===== src/gri_pkg.sv =====
// Shared types and constants for the gyro rate integrator.
`timescale 1ns / 1ps
`default_nettype none
package gri_pkg;

	localparam int RAW_W       = 16;
	localparam int TICK_W      = 16;
	localparam int DZ_W        = 15;
	localparam int ANGLE_OUT_W = 16;
	localparam int NUM_AXES    = 3;
	localparam int AXIS_W      = 2;

	localparam logic [AXIS_W-1:0] AXIS_FIRST = 2'd0;
	localparam logic [AXIS_W-1:0] AXIS_LAST  = 2'd2;

	// status bit that marks fresh sensor data
	localparam int STATUS_NEW_BIT = 3;

	localparam logic [DZ_W-1:0] DEAD_ZONE_RESET = 15'd5;

	// two-entry queue between front and back
	localparam int Q_DEPTH = 2;
	localparam int Q_PTR_W = 1;
	localparam int Q_CNT_W = 2;

	typedef struct packed {
		logic                          sample_taken;
		logic                          divide_error;
		logic signed [ANGLE_OUT_W-1:0] x_angle;
		logic signed [ANGLE_OUT_W-1:0] y_angle;
		logic signed [ANGLE_OUT_W-1:0] z_angle;
	} res_t;

	typedef struct packed {
		logic full;
		logic empty;
	} q_status_t;

endpackage
`default_nettype wire


===== src/gri_queue.sv =====
// Two-entry item queue between the front and the back.
`timescale 1ns / 1ps
`default_nettype none
module gri_queue #(
	parameter int W = 53
) (
	input  wire logic                clk,
	input  wire logic                arst_n,
	input  wire logic                wr_en,
	input  wire logic [W-1:0]        wr_data,
	input  wire logic                rd_en,
	output logic [W-1:0]             rd_data,
	output gri_pkg::q_status_t       status
);

	logic [W-1:0]                    mem_q [gri_pkg::Q_DEPTH];
	logic [gri_pkg::Q_PTR_W-1:0]     wr_ptr_q;
	logic [gri_pkg::Q_PTR_W-1:0]     rd_ptr_q;
	logic [gri_pkg::Q_CNT_W-1:0]     cnt_q;
	logic                            do_wr;
	logic                            do_rd;

	assign status.full  = (cnt_q == gri_pkg::Q_CNT_W'(gri_pkg::Q_DEPTH));
	assign status.empty = (cnt_q == '0);
	assign do_wr        = wr_en && !status.full;
	assign do_rd        = rd_en && !status.empty;
	assign rd_data      = mem_q[rd_ptr_q];

	always_ff @(posedge clk) begin
		if (do_wr) begin
			mem_q[wr_ptr_q] <= wr_data;
		end
	end

	always_ff @(posedge clk or negedge arst_n) begin
		if (!arst_n) begin
			wr_ptr_q <= '0;
			rd_ptr_q <= '0;
			cnt_q    <= '0;
		end else begin
			if (do_wr) begin
				wr_ptr_q <= wr_ptr_q + 1'b1;
			end
			if (do_rd) begin
				rd_ptr_q <= rd_ptr_q + 1'b1;
			end
			if (do_wr && !do_rd) begin
				cnt_q <= cnt_q + 1'b1;
			end else if (do_rd && !do_wr) begin
				cnt_q <= cnt_q - 1'b1;
			end
		end
	end

endmodule
`default_nettype wire


===== src/gri_front.sv =====
// Front end: takes items, classifies them and forms rate sums and tick deltas.
`timescale 1ns / 1ps
`default_nettype none
module gri_front #(
	parameter int SAMPLE_WIDTH = 16,
	parameter int EW           = 2 + 16 + 3 * (SAMPLE_WIDTH + 1)
) (
	input  wire logic                         clk,
	input  wire logic                         arst_n,
	input  wire logic                         push,
	output logic                              full,
	input  wire logic [7:0]                   status_byte,
	input  wire logic [gri_pkg::RAW_W-1:0]    x_raw,
	input  wire logic [gri_pkg::RAW_W-1:0]    y_raw,
	input  wire logic [gri_pkg::RAW_W-1:0]    z_raw,
	input  wire logic [gri_pkg::TICK_W-1:0]   tick_now,
	input  wire gri_pkg::q_status_t           q_status,
	output logic                              q_push,
	output logic [EW-1:0]                     q_data
);

	localparam int SW    = SAMPLE_WIDTH;
	localparam int SUM_W = SW + 1;
	localparam int RW    = (SW > gri_pkg::RAW_W) ? SW : gri_pkg::RAW_W;

	logic [gri_pkg::RAW_W-1:0]  raw      [gri_pkg::NUM_AXES];
	logic [SW-1:0]              rate     [gri_pkg::NUM_AXES];
	logic [SUM_W-1:0]           rsum     [gri_pkg::NUM_AXES];
	logic [SW-1:0]              last_rate_q [gri_pkg::NUM_AXES];
	logic [gri_pkg::TICK_W-1:0] last_tick_q;
	logic [gri_pkg::TICK_W-1:0] diff;
	logic                       taken;
	logic                       err;

	assign raw[0] = x_raw;
	assign raw[1] = y_raw;
	assign raw[2] = z_raw;

	assign full   = q_status.full;
	assign q_push = push && !q_status.full;
	assign taken  = status_byte[gri_pkg::STATUS_NEW_BIT];
	assign diff   = tick_now - last_tick_q;
	assign err    = taken && (diff == '0);

	for (genvar i = 0; i < gri_pkg::NUM_AXES; i++) begin : g_axis
		logic signed [RW-1:0] raw_ext;
		assign raw_ext = RW'($signed(raw[i]));
		// negate at sample width; the most negative word wraps to itself
		assign rate[i] = SW'(~raw_ext[SW-1:0] + 1'b1);
		assign rsum[i] = {rate[i][SW-1], rate[i]} + {last_rate_q[i][SW-1], last_rate_q[i]};
		assign q_data[SUM_W*i +: SUM_W] = rsum[i];
	end

	assign q_data[EW-1 -: 2 + gri_pkg::TICK_W] = {taken, err, diff};

	always_ff @(posedge clk or negedge arst_n) begin
		if (!arst_n) begin
			last_tick_q <= '0;
			for (int i = 0; i < gri_pkg::NUM_AXES; i++) begin
				last_rate_q[i] <= '0;
			end
		end else if (q_push && taken) begin
			last_tick_q <= tick_now;
			for (int i = 0; i < gri_pkg::NUM_AXES; i++) begin
				last_rate_q[i] <= rate[i];
			end
		end
	end

endmodule
`default_nettype wire


===== src/gri_back.sv =====
// Back end: shared radix-4 divider, dead-zone test, angle accumulation, result register.
`timescale 1ns / 1ps
`default_nettype none
module gri_back #(
	parameter int SAMPLE_WIDTH = 16,
	parameter int EW           = 2 + 16 + 3 * (SAMPLE_WIDTH + 1)
) (
	input  wire logic                     clk,
	input  wire logic                     arst_n,
	input  wire logic                     dead_zone_we,
	input  wire logic [gri_pkg::DZ_W-1:0] dead_zone_wdata,
	input  wire gri_pkg::q_status_t       q_status,
	input  wire logic [EW-1:0]            q_data,
	output logic                          q_pop,
	output gri_pkg::res_t                 res,
	output logic                          res_valid,
	input  wire logic                     res_pop
);

	localparam int SW     = SAMPLE_WIDTH;
	localparam int SUM_W  = SW + 1;
	localparam int NB     = SUM_W + (SUM_W % 2);
	localparam int STEPS  = NB / 2;
	localparam int CNT_W  = $clog2(STEPS);
	localparam int CW     = (NB > gri_pkg::DZ_W) ? NB : gri_pkg::DZ_W;
	localparam int AW     = (SW > gri_pkg::ANGLE_OUT_W) ? SW : gri_pkg::ANGLE_OUT_W;
	localparam int TW     = gri_pkg::TICK_W;

	localparam logic [NB-1:0]    HI_MAG   = NB'((64'd1 << (SW - 1)) - 64'd1);
	localparam logic [NB-1:0]    LO_MAG   = NB'(64'd1 << (SW - 1));
	localparam logic [CNT_W-1:0] CNT_LAST = CNT_W'(STEPS - 1);

	localparam logic [2:0] ST_IDLE = 3'd0;
	localparam logic [2:0] ST_LOAD = 3'd1;
	localparam logic [2:0] ST_DIV  = 3'd2;
	localparam logic [2:0] ST_ACC  = 3'd3;
	localparam logic [2:0] ST_DONE = 3'd4;

	logic [2:0]                  state_q;
	logic [gri_pkg::AXIS_W-1:0]  axis_q;
	logic [CNT_W-1:0]            cnt_q;
	logic                        taken_q;
	logic                        err_q;
	logic [TW-1:0]               diff_q;
	logic [SUM_W-1:0]            sum_q   [gri_pkg::NUM_AXES];
	logic [SW-1:0]               angle_q [gri_pkg::NUM_AXES];
	logic [gri_pkg::DZ_W-1:0]    dead_zone_q;
	logic [NB-1:0]               dvd_q;
	logic [NB-1:0]               quo_q;
	logic [TW-1:0]               rem_q;
	logic                        neg_q;
	logic                        res_valid_q;
	gri_pkg::res_t               res_q;
	logic                        slot_free;

	// load
	logic [SUM_W-1:0]            sum_sel;
	logic [SUM_W-1:0]            sum_mag;

	// two restoring steps per cycle
	logic [TW:0]                 r1;
	logic                        b1;
	logic [TW-1:0]               r1n;
	logic [TW:0]                 r2;
	logic                        b2;
	logic [TW-1:0]               r2n;

	// accumulate
	logic [NB-1:0]               lim;
	logic [NB-1:0]               inc_mag;
	logic [SW-1:0]               inc;
	logic                        over_dz;

	logic [gri_pkg::ANGLE_OUT_W-1:0] ang_out [gri_pkg::NUM_AXES];

	assign slot_free = !res_valid_q || res_pop;
	assign q_pop     = (state_q == ST_IDLE) && !q_status.empty;
	assign res       = res_q;
	assign res_valid = res_valid_q;

	assign sum_sel = sum_q[axis_q];
	assign sum_mag = sum_sel[SUM_W-1] ? (~sum_sel + 1'b1) : sum_sel;

	assign r1  = {rem_q, dvd_q[NB-1]};
	assign b1  = (r1 >= {1'b0, diff_q});
	assign r1n = b1 ? TW'(r1 - {1'b0, diff_q}) : TW'(r1);
	assign r2  = {r1n, dvd_q[NB-2]};
	assign b2  = (r2 >= {1'b0, diff_q});
	assign r2n = b2 ? TW'(r2 - {1'b0, diff_q}) : TW'(r2);

	// saturate the quotient magnitude to the signed sample range
	assign lim     = neg_q ? LO_MAG : HI_MAG;
	assign inc_mag = (quo_q > lim) ? lim : quo_q;
	assign inc     = neg_q ? SW'(~inc_mag[SW-1:0] + 1'b1) : inc_mag[SW-1:0];
	assign over_dz = CW'(inc_mag) > CW'(dead_zone_q);

	for (genvar i = 0; i < gri_pkg::NUM_AXES; i++) begin : g_out
		logic signed [AW-1:0] ang_ext;
		assign ang_ext    = AW'($signed(angle_q[i]));
		assign ang_out[i] = ang_ext[gri_pkg::ANGLE_OUT_W-1:0];
	end

	always_ff @(posedge clk or negedge arst_n) begin
		if (!arst_n) begin
			dead_zone_q <= gri_pkg::DEAD_ZONE_RESET;
		end else if (dead_zone_we) begin
			dead_zone_q <= dead_zone_wdata;
		end
	end

	// payload: no reset
	always_ff @(posedge clk) begin
		unique case (state_q)
			ST_IDLE: begin
				if (!q_status.empty) begin
					{taken_q, err_q, diff_q} <= q_data[EW-1 -: 2 + TW];
					for (int i = 0; i < gri_pkg::NUM_AXES; i++) begin
						sum_q[i] <= q_data[SUM_W*i +: SUM_W];
					end
				end
			end
			ST_LOAD: begin
				dvd_q <= NB'(sum_mag);
				quo_q <= '0;
				rem_q <= '0;
				neg_q <= sum_sel[SUM_W-1];
			end
			ST_DIV: begin
				dvd_q <= {dvd_q[NB-3:0], 2'b00};
				quo_q <= {quo_q[NB-3:0], b1, b2};
				rem_q <= r2n;
			end
			ST_DONE: begin
				if (slot_free) begin
					res_q.sample_taken <= taken_q;
					res_q.divide_error <= err_q;
					res_q.x_angle      <= ang_out[0];
					res_q.y_angle      <= ang_out[1];
					res_q.z_angle      <= ang_out[2];
				end
			end
			default: begin
			end
		endcase
	end

	always_ff @(posedge clk or negedge arst_n) begin
		if (!arst_n) begin
			state_q     <= ST_IDLE;
			axis_q      <= gri_pkg::AXIS_FIRST;
			cnt_q       <= '0;
			res_valid_q <= 1'b0;
			for (int i = 0; i < gri_pkg::NUM_AXES; i++) begin
				angle_q[i] <= '0;
			end
		end else begin
			// a pop while the next result is ready is handled in ST_DONE
			if (res_pop && res_valid_q && (state_q != ST_DONE)) begin
				res_valid_q <= 1'b0;
			end
			unique case (state_q)
				ST_IDLE: begin
					if (!q_status.empty) begin
						axis_q <= gri_pkg::AXIS_FIRST;
						// busy and zero-tick items skip the divider
						if (q_data[EW-1] && !q_data[EW-2]) begin
							state_q <= ST_LOAD;
						end else begin
							state_q <= ST_DONE;
						end
					end
				end
				ST_LOAD: begin
					cnt_q   <= '0;
					state_q <= ST_DIV;
				end
				ST_DIV: begin
					cnt_q <= cnt_q + 1'b1;
					if (cnt_q == CNT_LAST) begin
						state_q <= ST_ACC;
					end
				end
				ST_ACC: begin
					if (over_dz) begin
						angle_q[axis_q] <= angle_q[axis_q] + inc;
					end
					if (axis_q == gri_pkg::AXIS_LAST) begin
						state_q <= ST_DONE;
					end else begin
						axis_q  <= axis_q + 1'b1;
						state_q <= ST_LOAD;
					end
				end
				ST_DONE: begin
					if (slot_free) begin
						res_valid_q <= 1'b1;
						state_q     <= ST_IDLE;
					end
				end
				default: begin
					state_q <= ST_IDLE;
				end
			endcase
		end
	end

endmodule
`default_nettype wire


===== src/gyro_rate_integrator.sv =====
// Top level of the gyro rate integrator: front end, item queue and back end.
//
//  channel   | handshake         | payload
//  ----------+-------------------+---------------------------------------------------
//  input     | push / full       | status_byte, x_raw, y_raw, z_raw, tick_now
//  result    | pop / empty       | sample_taken, divide_error, x_angle, y_angle, z_angle
//  config    | dead_zone_we      | dead_zone_wdata
//
// A sample item passes through ST_IDLE, then ST_LOAD, ST_DIV and ST_ACC for each of the
// three axes in turn, then ST_DONE; the shared divider resolves two quotient bits a cycle
// in ST_DIV over NB bits, NB being SAMPLE_WIDTH + 1 rounded up to even.
// Busy and zero-tick items go from ST_IDLE straight to ST_DONE.
// A two-entry queue lets the front take items while the back works or a result waits.
// arst_n clears angles, previous rates and tick, and loads dead_zone with 5.
`timescale 1ns / 1ps
`default_nettype none
module gyro_rate_integrator #(
	parameter int SAMPLE_WIDTH = 16
) (
	input  wire logic                clk,
	input  wire logic                arst_n,
	input  wire logic                push,
	output logic                     full,
	input  wire logic [7:0]          status_byte,
	input  wire logic [15:0]         x_raw,
	input  wire logic [15:0]         y_raw,
	input  wire logic [15:0]         z_raw,
	input  wire logic [15:0]         tick_now,
	output logic                     empty,
	input  wire logic                pop,
	output logic                     sample_taken,
	output logic                     divide_error,
	output logic signed [15:0]       x_angle,
	output logic signed [15:0]       y_angle,
	output logic signed [15:0]       z_angle,
	input  wire logic                dead_zone_we,
	input  wire logic [14:0]         dead_zone_wdata
);

	localparam int EW = 2 + gri_pkg::TICK_W + gri_pkg::NUM_AXES * (SAMPLE_WIDTH + 1);

	gri_pkg::q_status_t q_status;
	gri_pkg::res_t      res;
	logic               q_push;
	logic               q_pop;
	logic [EW-1:0]      q_wdata;
	logic [EW-1:0]      q_rdata;
	logic               res_valid;

	gri_front #(
		.SAMPLE_WIDTH (SAMPLE_WIDTH),
		.EW           (EW)
	) u_front (
		.clk          (clk),
		.arst_n       (arst_n),
		.push         (push),
		.full         (full),
		.status_byte  (status_byte),
		.x_raw        (x_raw),
		.y_raw        (y_raw),
		.z_raw        (z_raw),
		.tick_now     (tick_now),
		.q_status     (q_status),
		.q_push       (q_push),
		.q_data       (q_wdata)
	);

	gri_queue #(
		.W       (EW)
	) u_queue (
		.clk     (clk),
		.arst_n  (arst_n),
		.wr_en   (q_push),
		.wr_data (q_wdata),
		.rd_en   (q_pop),
		.rd_data (q_rdata),
		.status  (q_status)
	);

	gri_back #(
		.SAMPLE_WIDTH    (SAMPLE_WIDTH),
		.EW              (EW)
	) u_back (
		.clk             (clk),
		.arst_n          (arst_n),
		.dead_zone_we    (dead_zone_we),
		.dead_zone_wdata (dead_zone_wdata),
		.q_status        (q_status),
		.q_data          (q_rdata),
		.q_pop           (q_pop),
		.res             (res),
		.res_valid       (res_valid),
		.res_pop         (pop)
	);

	assign empty        = !res_valid;
	assign sample_taken = res.sample_taken;
	assign divide_error = res.divide_error;
	assign x_angle      = res.x_angle;
	assign y_angle      = res.y_angle;
	assign z_angle      = res.z_angle;

	a_err_implies_taken: assert property (@(posedge clk) disable iff (!arst_n)
		!empty |-> (sample_taken || !divide_error))
		else $error("divide error flagged on a result without a sample");

	a_pop_not_empty: assert property (@(posedge clk) disable iff (!arst_n)
		q_pop |-> !q_status.empty)
		else $error("back end took an item from an empty queue");

	a_push_has_room: assert property (@(posedge clk) disable iff (!arst_n)
		q_push |-> !q_status.full)
		else $error("front end wrote into a full queue");

	a_result_enters_empty_slot: assert property (@(posedge clk) disable iff (!arst_n)
		(empty && !q_status.empty) |=> (q_pop || $past(q_pop) || !q_status.empty || empty))
		else $error("result slot or queue lost track of an item");

endmodule
`default_nettype wire

===== config.mk =====
export PLATFORM = sky130hd
export DESIGN_NAME = gyro_rate_integrator
export DESIGN_NICKNAME = d
export VERILOG_FILES = /design/src/gri_pkg.sv /design/src/gri_queue.sv /design/src/gri_front.sv /design/src/gri_back.sv /design/src/gyro_rate_integrator.sv
export SDC_FILE = /design/constraint.sdc
export NUM_CORES = 1
export LEC_CHECK = 0
export ABC_CLOCK_PERIOD_IN_PS = 27300
export BUFFER_PORTS_ARGS = -buffer_cell sky130_fd_sc_hd__buf_4
export CORE_AREA = 5 5 228 208
export DETAILED_ROUTE_END_ITERATION = 10
export DIE_AREA = 0 0 233 213
export PLACE_DENSITY = 0.77
export SLEW_MARGIN = 5
export SYNTH_ARGS = -nofsm -noshare
export SYNTH_HDL_FRONTEND = slang
export SYNTH_SLANG_ARGS = --single-unit

===== constraint.sdc =====
create_clock -name clk -period 27.3 [get_ports clk]
set_clock_uncertainty 0.2 [all_clocks]
set_input_delay 4.095 -clock clk [delete_from_list [all_inputs] [get_ports clk]]
set_output_delay 4.095 -clock clk [all_outputs]
set_load 0.01 [all_outputs]

=== Yosys cells after proc, flatten, opt, wreduce, memory -nomap -nowiden ===
Memory sizes are Yosys's and may differ from the RTL's.
Index checks and enable logic that the tools add are counted.

* Reduce and logical (&&, ||, !) cells: 30
* Muxes and demuxes: 35
* Bitwise operators: 7
* Magnitude comparators: 6
* Add/subtract/negate cells: 18
* Eq/ne operators: 12

{| class="wikitable"
|+ Operators by type and width
! operator !! number
|-
| 16-bit two-way mux || 7
|-
| 18-bit case mux with 2 select lines || 2
|-
| 16-bit by 1-bit adder with 16-bit output, second input constant || 4
|-
| 16-bit inverter || 4
|-
| 16-bit by 16-bit adder with 17-bit output || 3
|-
| 48-bit bitwise mux || 1
|-
| 16-bit subtractor || 3
|-
| 17-bit by 16-bit >= comparator with 1-bit output || 2
|-
| 16-bit binary-select mux with 2-bit select || 1
|-
| 16-bit demux with 2-bit select || 1
|-
| 16-bit case mux with 2 select lines || 1
|-
| 18-bit by 15-bit greater-than comparator with 1-bit output || 1
|-
| 18-bit greater-than comparator || 1
|-
| 18-bit two-way mux || 1
|-
| 17-bit by 1-bit adder with 17-bit output, second input constant || 1
|-
| 17-bit two-way mux || 1
|-
| 17-bit inverter || 1
|-
| 16-bit adder || 1
|-
| 16-bit zero test || 1
|-
| 3-bit two-way mux || 5
|-
| 3-bit case mux with 5 select lines || 1
|-
| 1-bit logical AND || 12
|-
| 1-bit two-way mux || 8
|-
| 2-bit two-way mux || 4
|-
| other kinds (25) || 41
|}

* Register bits after elaboration: 262
* Input port bits: 92
* Bits in writable memories: 189
* Memories: 2
* Logic and storage cells: 137

{| class="wikitable"
|+ Memory list
! memory !! depth !! width !! read ports !! clocked after Yosys merged registers in !! write ports !! line !! source
|-
| u_queue.mem_q || 2 || 69 || 1 || 0 || 1 || gri_queue.sv:16 || <nowiki>logic [W-1:0] mem_q [gri_pkg::Q_DEPTH];</nowiki>
|-
| u_back.sum_q || 3 || 17 || 1 || 0 || 3 || gri_back.sv:45 || <nowiki>logic [SUM_W-1:0] sum_q [gri_pkg::NUM_AXES];</nowiki>
|}

=== Depth between registers and ports, before layout ===
Gate-level depths: netlist (run 1).

* Depth in word-level cells: 8
* Depth in mapped cells: 30
* Depth with buffers taken out: 26

=== Modules after synthesis ===
A second synthesis (run 1) with hierarchy kept.

* Cell total of the unflattened synthesis: 2106
* Area total of the unflattened synthesis: 25059.0 sq um

{| class="wikitable"
|+ Modules (own cells, without submodules)
! module !! area an instance (sq um) !! seq. area each (sq um) !! cells each !! instances
|-
| gri_back || 13371.6 || 6994.2 || 1184 || 1
|-
| gri_front || 6155.9 || 1601.5 || 687 || 1
|-
| gri_queue || 5527.8 || 4244.1 || 234 || 1
|-
| gyro_rate_integrator || 3.8 || 0.0 || 1 || 1
|}

=== Least setup slack after synthesis (run 1) ===
Ideal clock, no wire load.

* Path kind: register to register
* From: register u_back.state_q[2]
* To: register u_queue.cnt_q[1] in the netlist's numbering
* Stages on the path, launching flop included: 8
* Slack: 18508 ps
* Library setup time: 79 ps
* Period minus slack after synthesis: 8792 ps
* Arrival: 8513 ps
* Cells stage by stage: dfrtp_1 -> clkbuf_1 -> nor4_1 -> inv_1 -> ha_1 -> xor2_1 -> nor2_1 -> xor2_1

* Longest elaborated chain between the ends: 6
* Elaborated cells on any way between the ends: 8
* Classes of those cells: 1 x mux; 7 x reduce/logical

{| class="wikitable"
|+ RTL lines
! item !! line !! source
|-
| from (decl) || gri_back.sv:39 || <nowiki>logic [2:0] state_q;</nowiki>
|-
| from (signal assigned) || gri_back.sv:149 || <nowiki>state_q <= ST_IDLE;</nowiki>
|-
| from (signal assigned) || gri_back.sv:167 || <nowiki>state_q <= ST_LOAD;</nowiki>
|-
| from (signal assigned) || gri_back.sv:169 || <nowiki>state_q <= ST_DONE;</nowiki>
|-
| 3-bit zero test (*) || gri_back.sv:77 || <nowiki>assign q_pop = (state_q == ST_IDLE) && !q_status.empty;</nowiki>
|-
| 1-bit logical AND (*) || gri_back.sv:77 ||
|-
| via q_pop || gyro_rate_integrator.sv:45 || <nowiki>logic q_pop;</nowiki>
|-
| 1-bit logical AND (*) || gri_queue.sv:26 || <nowiki>assign do_rd = rd_en && !status.empty;</nowiki>
|-
| 1-bit zero test || gri_queue.sv:47 || <nowiki>if (do_wr && !do_rd) begin</nowiki>
|-
| 1-bit logical AND || gri_queue.sv:47 ||
|-
| 2-bit two-way mux / 2-bit nonzero test (equally long branches) || -- ||
|-
| to (signal assigned) || gri_queue.sv:48 || <nowiki>cnt_q <= cnt_q + 1'b1;</nowiki>
|-
| to (signal assigned) || gri_queue.sv:50 || <nowiki>cnt_q <= cnt_q - 1'b1;</nowiki>
|-
| to (decl) || gri_queue.sv:19 || <nowiki>logic [gri_pkg::Q_CNT_W-1:0] cnt_q;</nowiki>
|}

Mark *: on every way through the listed nets, which the timed path passes. The rest lies on a longest branch.
A chain may end at the register's enable or synchronous reset.

=== Worst setup path after layout (run 1) ===
* From: register u_back.neg_q
* To: register u_back.angle_q, in the netlist u_back.g_out[1].ang_ext[15]

* Longest elaborated chain between the ends: 8
* Elaborated cells on any way between the ends: 10
* Classes of those cells: 2 x add/sub; 2 x order compare; 4 x mux; 1 x bitwise; 1 x reduce/logical

{| class="wikitable"
|+ RTL lines
! item !! line !! source
|-
| from (decl) || gri_back.sv:51 || <nowiki>logic neg_q;</nowiki>
|-
| from (signal assigned) || gri_back.sv:126 || <nowiki>neg_q <= sum_sel[SUM_W-1];</nowiki>
|-
| 16-bit two-way mux || gri_back.sv:92 || <nowiki>assign lim = neg_q ? LO_MAG : HI_MAG;</nowiki>
|-
| 18-bit greater-than comparator || gri_back.sv:93 || <nowiki>assign inc_mag = (quo_q > lim) ? lim : quo_q;</nowiki>
|-
| 18-bit two-way mux || gri_back.sv:93 ||
|-
| 16-bit inverter || gri_back.sv:94 || <nowiki>assign inc = neg_q ? SW'(~inc_mag[SW-1:0] + 1'b1) : inc_mag[SW-1:0];</nowiki>
|-
| 16-bit by 1-bit adder with 16-bit output || gri_back.sv:94 ||
|-
| 16-bit two-way mux || gri_back.sv:94 ||
|-
| 16-bit adder || gri_back.sv:185 || <nowiki>angle_q[axis_q] <= angle_q[axis_q] + inc;</nowiki>
|-
| 48-bit bitwise mux || gri_back.sv:185 ||
|-
| to (signal, indexed assignment) || gri_back.sv:185 ||
|-
| to (decl) || gri_back.sv:46 || <nowiki>logic [SW-1:0] angle_q [gri_pkg::NUM_AXES];</nowiki>
|}

Several ways; a longest one is shown, not always the timed one.

==> impl_metrics.csv, run 1 <==
group,metric,value,unit
clock_network,numClockSinks,451,
timing,fmax,0.130,GHz
final_layout,n_fill_cell,3529,
floorplan,die_w,233,microns
setup_path,start_kind,"flop",
floorplan,die_h,213,microns
yosys,ys_ff_latch,451,
yosys,seq_area_frac_synth,52.7,%
drt,drtIter0Drc,1064,
setup_path,startpoint,"u_back.neg_q$_DFFE_PP_",
pwr,p_leak,0.0110,uW
floorplan,dieArea,0.0496,sq mm
setup_path,timing.rr.end,"u_back.g_out[1].ang_ext[15]$_DFFE_PN0P_",
drt,wl_per_cell,17.1,microns
setup_path,cp.arrival,7920,ps
timing,worst_pin_slew,1010,ps
worst_hold_path,worstHoldPathCells,0,
yosys,syn_nets,2307,
floorplan,std_cell_rows,74,
timing,fin_tns_setup,0,ps
yosys,syn_area,0.0244,sq mm
clock_network,numCtsBuffers,47,
yosys,synth_cell_types,74,
timing,finalHoldViolCount,0,
yosys,synthCells,2057,
setup_path,r2r-start,"u_back.neg_q$_DFFE_PP_",
global_routing,grt_pass1_vias,16094,
clock_network,cts.hold.buffers_added,0,
yosys,ys.flop_type,"edfxtp_1",
drt,vias_per_cell,5.66,
clock_network,clk_latency,580,ps
yosys,synth_edf_count,310,
timing,final_max_slew_viol_count,0,
timing,slew_headroom,32.7,%
global_routing,grt_use_total,19.5,%
global_routing,antenna_found_initial,0,
placement,place_congestion,0.877,
setup_path,cp_max_fo,30,
setup_path,rr_worst_depth,27,
pwr,vdd_ir_drop_max,78.7,uV
clock_network,cts_setup_buffers,0,
run,cap_violations,0,
setup_path,crit_path_end,"u_back.g_out[1].ang_ext[15]$_DFFE_PN0P_",
worst_hold_path,hold_path_class,"flop to flop",
pwr,power.density,143,mW/mm^2
drt,vias,16067,
clock_network,htreeDepth,2,
setup_path,r2r_slack,19600,ps
setup_path,crit_type,"flop to flop",
clock_network,cts_buffer_depth,3,
final_layout,design_area,0.0276,sq mm
timing,finalSetupViolations,0,
setup_path,critPathCaptureType,"flop",
global_routing,overflow,0,
floorplan,core_area,0.0448,sq mm
drt,totalWireLength,48500,microns
yosys,ys_async_sr_fraction,31.3,%
placement,io_buffers,136,
global_routing,grt_pass1_wl,79400,microns
clock_network,clkTransAtPathRegs,60,ps
yosys,ys_warn_count,0,
timing,period_needed,7700,ps
global_routing,grt_max_degree,76,
final_layout,syn_to_final_growth,13.1,%
yosys,avgSynthCellArea,11.8,sq um
final_layout,antenna-diode-count,0,
clock_network,cts_tree,"done",
final_layout,drive_gt1_share,19.3,%
timing,final.period_utilization,28.2,%
drt,ant_nets,0,
final_layout,layout.nets,2445,
placement,dpl_cell_area,0.0260,sq mm
drt,drc,0,
floorplan,start_util,54.4,%
setup_path,cp_data_required_time,27520,ps
timing,rsz0062_at_grt,"no",
clock_network,ctsResizeCount,0,
clock_network,cts_root_buf,"clkbuf_16",
floorplan,ios,144,
status,outcome,"completed",
placement,place_hpwl,34100,microns
drt,drt_pass1_iterations,5,
-- synthesized netlist by cell type, types with 4 or more instances --
cell type,instances,area share [%]
or2_2,4,0.10
o21a_1,17,0.52
nor4_1,6,0.15
a21oi_1,98,2.0
or3_1,18,0.46
o21ai_0,120,2.5
mux2_2,167,7.7
mux2i_1,41,1.7
nand2_1,166,2.6
nand3_1,43,0.88
o21bai_1,9,0.28
nor2_1,119,1.8
nand4_1,12,0.31
nor2b_1,25,0.64
nand2b_1,14,0.36
clkbuf_1,45,0.69
a221oi_1,4,0.14
o41ai_1,4,0.14
a21o_1,32,0.99
edfxtp_1,310,38
and3_1,14,0.36
nor3b_1,6,0.18
a41oi_1,5,0.18
buf_1,10,0.15
o21ai_1,4,0.082
dfrtp_1,139,14
and2_1,23,0.59
xor2_1,50,1.8
ha_1,151,7.8
o21ai_4,4,0.27
nor3_1,71,1.5
xnor2_1,100,3.6
inv_1,101,1.6
or4_1,10,0.31
o211ai_1,5,0.15
a211oi_1,14,0.43
mux2_4,24,1.5
a211o_1,6,0.22
fa_1,7,0.57
-- worst min-delay path by stage --
stage                                  start                  endpoint  slack [ps]
global placement    u_back.taken_q$_DFFE_PP_  u_back.res[49]$_DFFE_PP_         210
global route          u_back.err_q$_DFFE_PP_  u_back.res[48]$_DFFE_PP_         250
detailed placement    u_back.err_q$_DFFE_PP_  u_back.res[48]$_DFFE_PP_         220
finish                u_back.err_q$_DFFE_PP_  u_back.res[48]$_DFFE_PP_         230
CTS                   u_back.err_q$_DFFE_PP_  u_back.res[48]$_DFFE_PP_         250
floorplan             u_back.err_q$_DFFE_PP_  u_back.res[48]$_DFFE_PP_         200
-- sequential cells by signal, indices dropped and copies added (netlist names), 2 cells and up --
name / cells
u_front.last_tick_q: 16
u_back.diff_q: 16
u_back.state_q: 3
u_queue.cnt_q: 2
u_back.rem_q: 16
u_back.quo_q: 18
u_back.dead_zone_q: 15
u_front.last_rate_q: 48
u_back.res: 50
u_back.axis_q: 2
u_queue.mem_q: 138
u_back.g_out.ang_ext: 48
u_back.cnt_q: 4
u_back.sum_q: 51
u_back.dvd_q: 18
-- placed cells by master (no fill, tap or decap), types with 12 or more instances in the layout --
| cell | count |
|---|---|
| nor3_1 | 70 |
| ha_1 | 151 |
| o21ai_0 | 120 |
| edfxtp_1 | 310 |
| nor2_1 | 118 |
| mux2_2 | 167 |
| xnor2_1 | 100 |
| mux2i_1 | 41 |
| and3_1 | 13 |
| and2_1 | 23 |
| or3_1 | 18 |
| nand3_1 | 43 |
| nand2b_1 | 14 |
| nand2_1 | 165 |
| xor2_1 | 50 |
| dfrtp_1 | 137 |
| nor2b_1 | 24 |
| clkbuf_1 | 18 |
| a21o_1 | 32 |
| inv_1 | 100 |
| clkbuf_16 | 47 |
| o21a_1 | 17 |
| buf_4 | 148 |
| mux2_4 | 24 |
| a211oi_1 | 14 |
| a21oi_1 | 98 |
| nand4_1 | 12 |
-- worst max-delay path: stages, from the launching register on --
cell and delay [ps]:
edfxtp_1 330, buf_4 340, inv_1 450, ha_1 510, nand2_1 70, nor3_1 280, nand2_1 90, o21ai_1 270
o21a_1 860, nand2_2 360, nand2_1 240, inv_1 60, ha_1 330, nor2_1 210, nand2_1 80, a21oi_1 150
nor2_1 100, ha_1 330, o21ai_0 160, o21ai_0 130, o31ai_1 290, o21ai_0 210, o41ai_1 490, o21ai_0 270
a21o_1 230, a21oi_1 170, xnor2_1 200, mux2i_1 120
-- final cells by class --
| class | instances | area (sq um) | area share (%) |
|---|---|---|---|
| Clock buffer | 67 | 1270 | 4.61 |
| Clock inverter | 20 | 246 | 0.895 |
| Inverter | 101 | 379 | 1.38 |
| Multi-Input combinational cell | 1445 | 10900 | 39.7 |
| Sequential cell | 451 | 12800 | 46.6 |
| Tap cell | 608 | 761 | 2.76 |
| Timing Repair Buffer | 149 | 1120 | 4.07 |
-- per-stage QoR --
step / hold slack, ps / total power (uW) / util [%] / setup slack, ps / std cells
after floorplan: 200 / 2850 / - / 18510 / 2057
after global placement: 214 / 3200 / 58.1 / 19520 / 2754
after detailed placement: 221 / 3310 / 58.1 / 19460 / 2754
after CTS: 250 / 3950 / 61.5 / 19750 / 2841
after global routing: 250 / 4240 / 61.5 / 18910 / 2841
final: 234 / 3940 / 61.5 / 19600 / 2841
-- power by group --
| group | switching (uW) | internal, uW | total, uW | leakage, uW |
|---|---|---|---|---|
| Combinational | 1140 | 861 | 2000 | 0.00557 |
| Sequential | 144 | 1160 | 1310 | 0.00467 |
| Clock | 263 | 365 | 628 | 0.000730 |
-- cells by family (layout without fill, tap and decap cells) --
kind of cell / Yosys count / count (layout) / share of synthesized area (%)
fa+ha+maj: 158 / 158 / 8.33
xor+xnor: 150 / 150 / 5.39
simple gates: 545 / 545 / 10.7
compound gates: 360 / 360 / 9.39
buf+inv: 161 / 337 / 2.59
mux: 232 / 232 / 10.9
flops: 451 / 451 / 52.7
-- layer usage --
layer  routed length, microns  vias up  global-route usage [%]
met5                        0        -                       0
met1                    20800     7782                    25.1
met4                     1510        0                    7.17
met3                     2190       98                    2.83
met2                    24000      379                    33.9
li1                         -     7808                       -
No activity file was read; power rests on OpenSTA's default activity.
==> inputs of run 2 (changes only) <==
--- a/config.mk
+++ b/config.mk
@@ -5,12 +5,12 @@
 export SDC_FILE = /design/constraint.sdc
 export NUM_CORES = 1
 export LEC_CHECK = 0
-export ABC_CLOCK_PERIOD_IN_PS = 27300
+export ABC_CLOCK_PERIOD_IN_PS = 7000
 export BUFFER_PORTS_ARGS = -buffer_cell sky130_fd_sc_hd__buf_4
 export CORE_AREA = 5 5 228 208
 export DETAILED_ROUTE_END_ITERATION = 10
 export DIE_AREA = 0 0 233 213
-export PLACE_DENSITY = 0.77
+export PLACE_DENSITY = 0.8
 export SLEW_MARGIN = 5
 export SYNTH_ARGS = -nofsm -noshare
 export SYNTH_HDL_FRONTEND = slang
==> constraint.sdc (replaced) <==
create_clock -name clk -period 7 [get_ports clk]
set_clock_uncertainty 0.2 [all_clocks]
set_input_delay 1.05 -clock clk [delete_from_list [all_inputs] [get_ports clk]]
set_output_delay 1.05 -clock clk [all_outputs]
set_load 0.01 [all_outputs]
==> run 2 against run 1 <==
- non-clock buffer count rose by 4
- flip-flop and latch count did not move
- routed wire length up 0.61%
- fmax is 23% higher
- clock-buffer cell count fell by 6
- setup slack worse by 19000 ps
- sequential share of layout area down 0.30 points
- core utilization is 0.40 points higher
- sequential power rose to 3.9 times the previous value
- via count down 0.25%
- global-route usage is 0.17 points higher
- critical path type unchanged
- largest power group unchanged
==> impl_metrics.csv, run 2 (synthesis gave the netlist of run 1 again) <==
group,metric,value,unit
status,outcome,"completed",
setup_path,cp.arrival,6350,ps
setup_path,timing.rr.end,"u_back.rem_q[3]$_SDFFCE_PN0P_",
drt,drc,0,
worst_hold_path,min_to,"u_back.res[49]$_DFFE_PP_",
timing,rsz0062_at_grt,"no",
clock_network,clkTransAtPathRegs,60,ps
pwr,vdd_ir_drop_max,296,uV
timing,finalSetupViolations,0,
placement,dpl_cell_area,0.0261,sq mm
final_layout,drive_gt1_share,19.7,%
final_layout,final_core_util,61.9,%
clock_network,cts_root_buf,"clkbuf_16",
final_layout,layout_commonest_cell,"edfxtp_1",
pwr,p_total,15600,uW
setup_path,crit_type,"flop to flop",
floorplan,die_w,233,microns
global_routing,grt_max_degree,73,
setup_path,cp_max_fo,31,
clock_network,ctsResizeCount,0,
floorplan,ios,144,
setup_path,critPathCaptureType,"flop",
drt,ant_nets,0,
timing,fmax,0.160,GHz
drt,vias,16027,
final_layout,design_area,0.0277,sq mm
final_layout,antenna-diode-count,0,
worst_hold_path,worstHoldPathCells,0,
drt,drt_pass1_iterations,5,
timing,final_max_slew_viol_count,0,
final_layout,most-common-layout-cells,"310 x edfxtp_1, 167 x mux2_2, 165 x nand2_1, 152 x buf_4, 151 x ha_1",
global_routing,overflow,0,
worst_hold_path,min_from,"u_back.taken_q$_DFFE_PP_",
clock_network,cts_setup_buffers,0,
setup_path,start_kind,"flop",
clock_network,cts_buffer_depth,3,
drt,vias_per_cell,5.64,
setup_path,r2r-start,"u_back.diff_q[1]$_DFFE_PP_",
placement,io_buffers,136,
floorplan,core_area,0.0448,sq mm
pwr,p_leak,0.0111,uW
timing,worst_pin_slew,948,ps
clock_network,cts_tree,"done",
floorplan,std_cell_rows,74,
placement,place_congestion,0.894,
drt,drtIter0Drc,883,
final_layout,syn_to_final_growth,13.8,%
timing,period_needed,6260,ps
setup_path,cp_data_required_time,7100,ps
clock_network,numCtsBuffers,46,
global_routing,grt_pass1_wl,80200,microns
setup_path,rr_worst_depth,21,
drt,totalWireLength,48700,microns
floorplan,die_h,213,microns
floorplan,dieArea,0.0496,sq mm
final_layout,regMostFlops,"u_queue.mem_q",
clock_network,htreeDepth,2,
clock_network,numClockSinks,451,
floorplan,start_util,54.4,%
placement,place_hpwl,34000,microns
timing,fin_tns_setup,0,ps
drt,wl_per_cell,17.2,microns
run,cap_violations,0,
clock_network,clk_latency,590,ps
pwr,power.density,562,mW/mm^2
setup_path,r2r_slack,740,ps
global_routing,grt_use_total,19.7,%
clock_network,cts.hold.buffers_added,0,
timing,slew_headroom,36.8,%
final_layout,layout.nets,2448,
final_layout,largest_reg_flops,138,
worst_hold_path,hold_path_class,"flop to flop",
timing,final.period_utilization,89.4,%
global_routing,antenna_found_initial,0,
timing,finalHoldViolCount,0,
global_routing,grt_pass1_vias,16448,
run 2: cell types whose count changed in the layout (fill, tap and decap cells not counted), sizes merged:
cell,before,now
clkbuf,67,61
clkinvlp,2,1
clkinv,10,12
bufinv,4,8
buf,149,153
inv,105,103
run 2: cell type report:
type                            count  area (sq um)
Timing Repair Buffer              153          1150
Fill cell                        3424         17100
Sequential cell                   451         12800
Clock buffer                       61          1320
Multi-Input combinational cell   1445         10900
Inverter                          101           379
Clock inverter                     23           334
Tap cell                          608           761
run 2: per-layer routing:
metal	up-vias	track usage [%]	part of all wire [%]
met3	92	3.08	4.3
met4	0	6.46	2.5
met2	360	35.1	51
met1	7764	24.6	43
met5	-	0	0
li1	7811	-	-
run 2: worst max-delay path by stage:
stage,start,end,cells past startpoint
4_1_cts,u_back.diff_q[1]$_DFFE_PP_,u_back.rem_q[9]$_SDFFCE_PN0P_,21
2_1_floorplan,u_back.neg_q$_DFFE_PP_,u_back.g_out[0].ang_ext[15]$_DFFE_PN0P_,30
5_1_grt,u_back.diff_q[1]$_DFFE_PP_,u_back.rem_q[3]$_SDFFCE_PN0P_,21
3_3_place_gp,u_back.neg_q$_DFFE_PP_,u_back.g_out[0].ang_ext[15]$_DFFE_PN0P_,26
6_report,u_back.diff_q[1]$_DFFE_PP_,u_back.rem_q[3]$_SDFFCE_PN0P_,21
3_5_place_dp,u_back.diff_q[1]$_DFFE_PP_,u_back.rem_q[9]$_SDFFCE_PN0P_,21
run 2: metrics by stage:
stage,hold slack (ps),worst slack [ps],std cells
final,239,742,2842
after global routing,270,208,2842
after CTS,246,840,2842
after detailed placement,228,850,2758
after global placement,212,988,2758
after floorplan,200,608,2057
run 2: worst max-delay path, stage by stage, from the launching register on:
cell and delay [ps]:
edfxtp_1 370, inv_1 180, ha_1 280, nor2b_1 130
o21ai_0 210, a21o_1 190, a211oi_1 90, o32ai_1 400
nand2b_1 200, nand2_1 420, mux2i_1 470, ha_1 340
nor2b_1 150, o21a_1 170, o21ai_0 350, a21oi_1 170
a41o_1 310, o221ai_1 250, o21ai_0 220, a21o_1 520
nand4_1 220, o21ai_0 100
run 2: where the power goes:
group / switching, uW / internal, uW
clock network: 1020 / 1630
registers: 556 / 4540
logic: 4470 / 3380
